`config.mk`:
```
export PLATFORM = sky130hd
export DESIGN_NAME = tcw_cursor
export DESIGN_NICKNAME = d
export VERILOG_FILES = /design/src/rtl/core/tcw_pkg.sv /design/src/rtl/core/tcw_cursor.sv
export SDC_FILE = /design/constraint.sdc
export NUM_CORES = 1
export LEC_CHECK = 0
export BUFFER_PORTS_ARGS = -buffer_cell sky130_fd_sc_hd__buf_4
export CELL_PAD_IN_SITES_DETAIL_PLACEMENT = 0
export CELL_PAD_IN_SITES_GLOBAL_PLACEMENT = 1
export CORE_MARGIN = 3
export CORE_UTILIZATION = 41
export DETAILED_ROUTE_END_ITERATION = 8
export GPL_ROUTABILITY_DRIVEN = 0
export PLACE_DENSITY = 0.88
export SLEW_MARGIN = 0
export SYNTH_ARGS = -nofsm -noshare
export SYNTH_HDL_FRONTEND = slang
export SYNTH_SLANG_ARGS = --single-unit
```
`constraint.sdc`:
```
create_clock -name clk -period 8.1 [get_ports clk]
set_clock_uncertainty 0.05 [all_clocks]
set_input_delay 1.215 -clock clk [delete_from_list [all_inputs] [get_ports clk]]
set_output_delay 1.215 -clock clk [all_outputs]
set_load 0.005 [all_outputs]
```
`src/rtl/core/tcw_pkg.sv`:
```
`timescale 1ns / 1ps
// ----------------------------------------------------------------------------
// tcw_pkg
// Shared types and constants of the text console character writer.
// ----------------------------------------------------------------------------
package tcw_pkg;

  // Control characters
  localparam logic [7:0] CH_BS  = 8'd8;
  localparam logic [7:0] CH_TAB = 8'd9;
  localparam logic [7:0] CH_LF  = 8'd10;

  localparam logic [7:0]  SPACE_CHAR = 8'h20;
  localparam logic [15:0] CLEAR_CELL = 16'h0720;
  localparam logic [7:0]  ATTR_RESET = 8'h07;
  localparam int          TAB_STEP   = 4;

  // Item mode
  localparam logic MODE_PUT  = 1'b0;
  localparam logic MODE_READ = 1'b1;

  typedef enum logic [2:0] {
    S_CLEAR,
    S_IDLE,
    S_READ,
    S_SHIFT,
    S_BLANK,
    S_EMIT
  } tcw_state_t;

  // Put decision for one character, cursor values at output field widths
  typedef struct packed {
    logic       write;
    logic       scroll;
    logic [7:0] ch;
    logic [6:0] cur_col;
    logic [4:0] cur_row;
    logic [6:0] nxt_col;
    logic [4:0] nxt_row;
  } tcw_put_t;

endpackage

```
`src/rtl/core/tcw_cursor.sv`:
```
`timescale 1ns / 1ps
// ----------------------------------------------------------------------------
// tcw_cursor
// Cursor register and the put decision: target cell, new cursor, scroll.
// ----------------------------------------------------------------------------
module tcw_cursor #(
  parameter int COLUMNS = 80,
  parameter int ROWS    = 25
) (
  input  logic                             clk,
  input  logic                             rst,
  input  logic                             step,
  input  logic [7:0]                       char_code,
  output tcw_pkg::tcw_put_t                put,
  output logic [$clog2(ROWS*COLUMNS)-1:0]  addr
);

  localparam int CW = $clog2(COLUMNS);
  localparam int RW = $clog2(ROWS);
  localparam int TW = CW + 3;
  localparam int UW = RW + 1;
  localparam int AW = $clog2(ROWS*COLUMNS);

  logic [CW-1:0] col;
  logic [RW-1:0] row;
  logic [TW-1:0] col_t;
  logic [UW-1:0] row_t;
  logic [CW-1:0] wr_col;
  logic [RW-1:0] wr_row;
  logic [CW-1:0] col_f;
  logic [RW-1:0] row_f;
  logic          write;
  logic          scroll;
  logic [7:0]    ch;

  always_comb begin
    col_t  = TW'(col);
    row_t  = UW'(row);
    wr_col = col;
    wr_row = row;
    write  = 1'b0;
    ch     = char_code;
    case (char_code)
      tcw_pkg::CH_LF: begin
        col_t = '0;
        row_t = UW'(row) + UW'(1);
      end
      tcw_pkg::CH_TAB: begin
        col_t = TW'(col) + TW'(tcw_pkg::TAB_STEP);
      end
      tcw_pkg::CH_BS: begin
        // step back, wrapping to the end of the previous row; stay at home
        if (col != '0) begin
          col_t  = TW'(col) - TW'(1);
          wr_col = col - CW'(1);
        end else if (row != '0) begin
          col_t  = TW'(COLUMNS - 1);
          row_t  = UW'(row) - UW'(1);
          wr_col = CW'(COLUMNS - 1);
          wr_row = row - RW'(1);
        end
        write = 1'b1;
        ch    = tcw_pkg::SPACE_CHAR;
      end
      default: begin
        write = 1'b1;
        col_t = TW'(col) + TW'(1);
      end
    endcase

    if (col_t >= TW'(COLUMNS)) begin
      col_t = '0;
      row_t = row_t + UW'(1);
    end

    scroll = (row_t >= UW'(ROWS));
    col_f  = col_t[CW-1:0];
    row_f  = scroll ? RW'(ROWS - 1) : row_t[RW-1:0];
  end

  assign addr = AW'(wr_row) * AW'(COLUMNS) + AW'(wr_col);

  assign put.write   = write;
  assign put.scroll  = scroll;
  assign put.ch      = ch;
  assign put.cur_col = 7'(col);
  assign put.cur_row = 5'(row);
  assign put.nxt_col = 7'(col_f);
  assign put.nxt_row = 5'(row_f);

  always_ff @(posedge clk) begin
    if (rst) begin
      col <= '0;
      row <= '0;
    end else if (step) begin
      col <= col_f;
      row <= row_f;
    end
  end

endmodule
```
### Word-level counts from Yosys, hierarchy flattened

Cells that the tools add are included.

| word-level totals | value |
|---|---|
| bits of input ports | 11 |
| memories kept | 0 |
| latch bits | 0 |
| word-level logic and storage cells | 37 |
| bits in writable memories | 0 |
| output and inout bits | 45 |
| flip-flop bits (word level) | 12 |
| memory bits (read-only) | 0 |

| operators by class | value |
|---|---|
| divide/modulo/power cells | 0 |
| bitwise operators | 0 |
| mux-type cells | 17 |
| equality and inequality tests | 3 |
| shifts and indexed selects | 0 |
| reductions and logical operators | 3 |
| multipliers | 1 |
| magnitude comparators | 2 |
| add/sub/neg operators | 9 |

Operators with widths:

| cell | number |
|---|---|
| $mux 7 | 5 |
| $pmux 10 s3 | 1 |
| $eq 8x4->1 const B | 3 |
| $mux 5 | 4 |
| $mux 6 | 3 |
| $pmux 6 s2 | 1 |
| $add 11x7->11 | 1 |
| $ge 10x7->1 const B | 1 |
| $mux 10 | 1 |
| $add 7x1->8 const B | 1 |
| $add 7x3->8 const B | 1 |
| $mux 8 | 1 |
| $sub 7x1->8 const B | 1 |
| $mul 5x3->7 const B | 1 |
| $reduce_bool 7->1 | 1 |
| $sub 7x1->7 const B | 1 |
| $add 5x1->6 const B | 1 |
| $add 6x1->6 const B | 1 |
| $ge 6x5->1 const B | 1 |
| $sub 5x1->6 const B | 1 |
| $reduce_bool 5->1 | 1 |
| $sub 5x1->5 const B | 1 |
| $reduce_or 2->1 | 1 |
| $mux 1 | 1 |

### Longest topological paths before layout

| logic depth | value |
|---|---|
| word-level depth | 8 |
| gate-level depth with buffers | 17 |
| depth with buffers taken out | 15 |

### Worst setup path before layout

OpenSTA, ideal clock, no wires.

| path | value |
|---|---|
| kind | input port to output port |
| from | input port char_code[2] |
| to | output port addr[10] |
| buffers on the path | 1 |
| data required time | 6.835 ns |
| stages | 12 |
| slack | 2.638 ns |
| arrival | 4.197 ns |
| path through | or4b_4 buf_6 nor2_1 nand2_1 o21ai_0 ha_1 ha_1 inv_1 fa_1 nor3_1 xor2_1 xnor2_1 |

| on the way | value |
|---|---|
| cells in the longest elaborated chain, start to end | 4 |
| elaborated cells on any way between the ends | 5 |
| those cells by class | add/sub: 1; mul: 1; eq/ne: 1; mux: 2 |

RTL lines:

| what | line | text |
|---|---|---|
| start, declared | tcw_cursor.sv:13 | `input logic [7:0] char_code,` |
| $eq 8x4->1 * | tcw_cursor.sv:43 | `case (char_code)` |
| $mux 5 | tcw_cursor.sv:43 |  |
| $mul 5x3->7 | tcw_cursor.sv:81 | `assign addr = AW'(wr_row) * AW'(COLUMNS) + AW'(wr_col);` |
| $add 11x7->11 * | tcw_cursor.sv:81 |  |
| end, declared | tcw_cursor.sv:15 | `output logic [$clog2(ROWS*COLUMNS)-1:0] addr` |

Mark *: on every way between the ends. The rest lies on a longest branch, timed or not.

### Worst setup path after layout

Ends and elaborated chain as after synthesis.

==> results_tabular.tex <==
\begin{tabular}{lr}
\hline
Metric & Value \\
\hline
\multicolumn{2}{l}{\textbf{Status}} \\
Result of the run & finished clean \\
\multicolumn{2}{l}{\textbf{Final layout}} \\
Fillers & between 500 and 600 \\
Most common library cell in the layout ignoring fill and taps & buf\_4 \\
Commonest cells after routing, fill and taps aside & buf\_4, nor2\_1, nand2\_1, inv\_1, o21ai\_0 \\
Total number of nets in the final design & roughly 380 \\
ANT cells & 0 \\
Layout cells sized above 1 & between 20\% and 30\% \\
Area growth from synthesis to layout & 18.5\% \\
\multicolumn{2}{l}{\textbf{Critical path}} \\
Kind of start point of the critical path & input port \\
Type of the worst setup path & input port to output port \\
Worst endpoint data arrival time & 4940 ps \\
Path depth of the worst reg2reg path & 13 \\
Setup slack on the worst flop-to-flop path & $\sim$4300 ps \\
Nature of the critical path endpoint & output port \\
Maximum fanout encountered on the critical timing path & 10 \\
Required time reported for the critical path endpoint & between 6000 and 7000 ps \\
\multicolumn{2}{l}{\textbf{Drt}} \\
Via/cell ratio & around 5.8 \\
Length of the first detailed-routing pass in iterations & 5 \\
Drt wl/cell & 15.1 um \\
Number of DRC markers after the initial detailed-route iteration & roughly 160 \\
DRC violations left & 0 \\
Total wire length & 6250 um \\
Post-detailed-route count of antenna-violating nets & 0 \\
DR vias & between 2000 and 2500 \\
\multicolumn{2}{l}{\textbf{Synthesis}} \\
Syn\_nets & about 340 \\
Share of synthesized area occupied by flip-flops and latches & a little over a tenth \\
Post-synth top area share & between 10\% and 20\% \\
\#FFs+latches synth & 12 \\
Top cell type by total area after synthesis & dfxtp\_1 \\
Async set-or-reset flop fraction in the synthesized netlist & 0\% \\
Most frequently used flop master after synthesis & dfxtp\_1 \\
Top post-synthesis cells by area & dfxtp\_1, ha\_1, nor2\_1 \\
Post-synth EDFFs & 0 \\
Synthesized instance count & between 300 and 400 \\
Synthesized area per cell & 6.98 um\^{}2 \\
Unique cell type count in the Yosys netlist & 67 \\
Yosys warns & 0 \\
Post-Syn Area & between 0.002 and 0.0025 mm\^{}2 \\
\multicolumn{2}{l}{\textbf{Placement}} \\
DP HPWL & slightly below 5000 um \\
Number of port buffers & 55 \\
Pre-CTS setup slack & 1940 ps \\
\multicolumn{2}{l}{\textbf{CTS}} \\
Setup Fix Bufs, Post-CTS & 0 \\
Post-CTS Resized & 0 \\
TritonCTS clock tree & done \\
Cts-stage hold buffer count & 0 \\
Clock edge transition at the registers on the reported setup and hold paths & around 50 ps \\
CTS buffer count & 3 \\
Later-pin clock latency in the skew report & around 240 ps \\
Cell at the root of the clock tree & clkbuf\_8 \\
Bufs on Longest Clock Path & 2 \\
Clk sinks & 12 \\
CTS H-tree lvls & 1 \\
\multicolumn{2}{l}{\textbf{STA}} \\
Time the final worst path needs with I/O delays and setup & between 6000 and 7000 ps \\
Fmax & approximately 0.16 GHz \\
Actual slew at the worst max-slew pin & around 1100 ps \\
Final setup TNS & 0 ps \\
Final setup violation count & 0 \\
Worst relative slew slack & between 20\% and 30\% \\
Setup repair after global routing missed its margin & no \\
Final count of hold timing violations & 0 \\
PnR worst setup slack & around 1900 ps \\
Final max-slew violation count & 0 \\
Final worst-path cycle share & between 70\% and 80\% \\
\multicolumn{2}{l}{\textbf{Job}} \\
Count of maximum capacitance violations & 0 \\
\multicolumn{2}{l}{\textbf{Die}} \\
Site Rows & 26 \\
Num ports & 56 \\
Total die area & 0.00628 mm\^{}2 \\
Initial Util & between 40\% and 50\% \\
Area inside the core boundary & 0.00514 mm\^{}2 \\
Height of the die & 79.2 um \\
Die extent in x & slightly below 80 um \\
\multicolumn{2}{l}{\textbf{Power}} \\
Pwr/cell area & between 70 and 80 mW/mm\^{}2 \\
Static leakage & about 1.1 nW \\
Total power after layout & between 0.15 and 0.2 mW \\
Worst ir drop on vdd & between 0.08 and 0.09 mV \\
\multicolumn{2}{l}{\textbf{Global route}} \\
First-pass GRT wire length & just over 10000 um \\
Vias in the first global route & between 2000 and 2500 \\
Grt ovf & 0 \\
Number of antenna violations at the first check in global routing & 0 \\
Pin count of the biggest net entering global routing & 21 \\
Combined global-route utilization of all metal layers & about a fifth \\
\multicolumn{2}{l}{\textbf{Worst hold path}} \\
Instance count along the most critical hold path & 2 \\
Type of the tightest min-delay check & register to register \\
\hline
\end{tabular}
[critical path, stage by stage]
cell and delay [ps]:
buf_4 120, or4b_4 620, nor2_1 510, nand2_1 230
o21ai_0 460, ha_1 330, ha_1 220, inv_1 70
fa_1 450, nor3_1 250, xor2_1 190, xnor2_1 130
buf_4 130
[synthesized netlist by cell type, types with 6 or more instances]
cell,instances
a21oi_1,16
and3_1,6
clkbuf_1,20
dfxtp_1,12
ha_1,16
inv_1,21
mux2i_1,9
nand2_1,27
nand2b_1,6
nand3_1,11
nor2_1,32
nor3_1,11
o21ai_0,18
or2_2,6
or3_1,6
xnor2_1,10
[state kept, by name (all words and copies together), names as in the netlist]
| signal | cells |
|---|---|
| row | 5 |
| col | 7 |
[routing by layer]
layer  part of all wire (%)  global-route usage [%]  vias to the layer above
met5                      0                       0                        -
met4                   0.62                    5.67                        0
met3                    6.7                    1.02                        6
met2                     43                    29.5                       96
met1                     49                    29.9                     1085
li1                       -                       -                     1200
[area by class of cell]
cell class	instances	area [um^2]	share of cell area (%)
well taps	70	87.6	3.36
multi-input cells	253	1750	67.0
repair buffers	55	413	15.8
clock buffers	3	41.3	1.58
flip-flops and latches	12	240	9.21
inverters	21	78.8	3.02
[logic make-up after synthesis]
kind of cell | share of synthesized area, %
flip-flops | 10.9
buffers and inverters | 9.67
multiplexers | 4.61
adder cells (fa/ha/maj) | 10.9
AND/OR/NAND/NOR | 31.4
XOR/XNOR | 5.97
AO/OA/AOI/OAI | 26.5
[stage by stage]
| stage | utilization [%] | hold slack [ps] | area (um^2) | instances |
|---|---|---|---|---|
| floorplan | - | 469 | 2200 | 315 |
| global placement | 49.9 | 553 | 2570 | 411 |
| detailed placement | 49.9 | 533 | 2570 | 411 |
| CTS | 50.7 | 541 | 2610 | 414 |
| global route | 50.7 | 569 | 2610 | 414 |
| finish | 50.7 | 537 | 2610 | 414 |
[where the power goes]
part	switching [mW]	internal, mW
clock	0.0200	0.0326
combinational	0.0412	0.0332
sequential	0.00526	0.0609
total	0.0664	0.127
[path summary, 6_finish.rpt]
check,startpoint,endpoint
max,char_code[2],addr[10]
min,row[1],row[1]
max reg2reg,row[0],row[1]
min reg2reg,row[1],row[1]
Power figures use the tool's default switching activity.
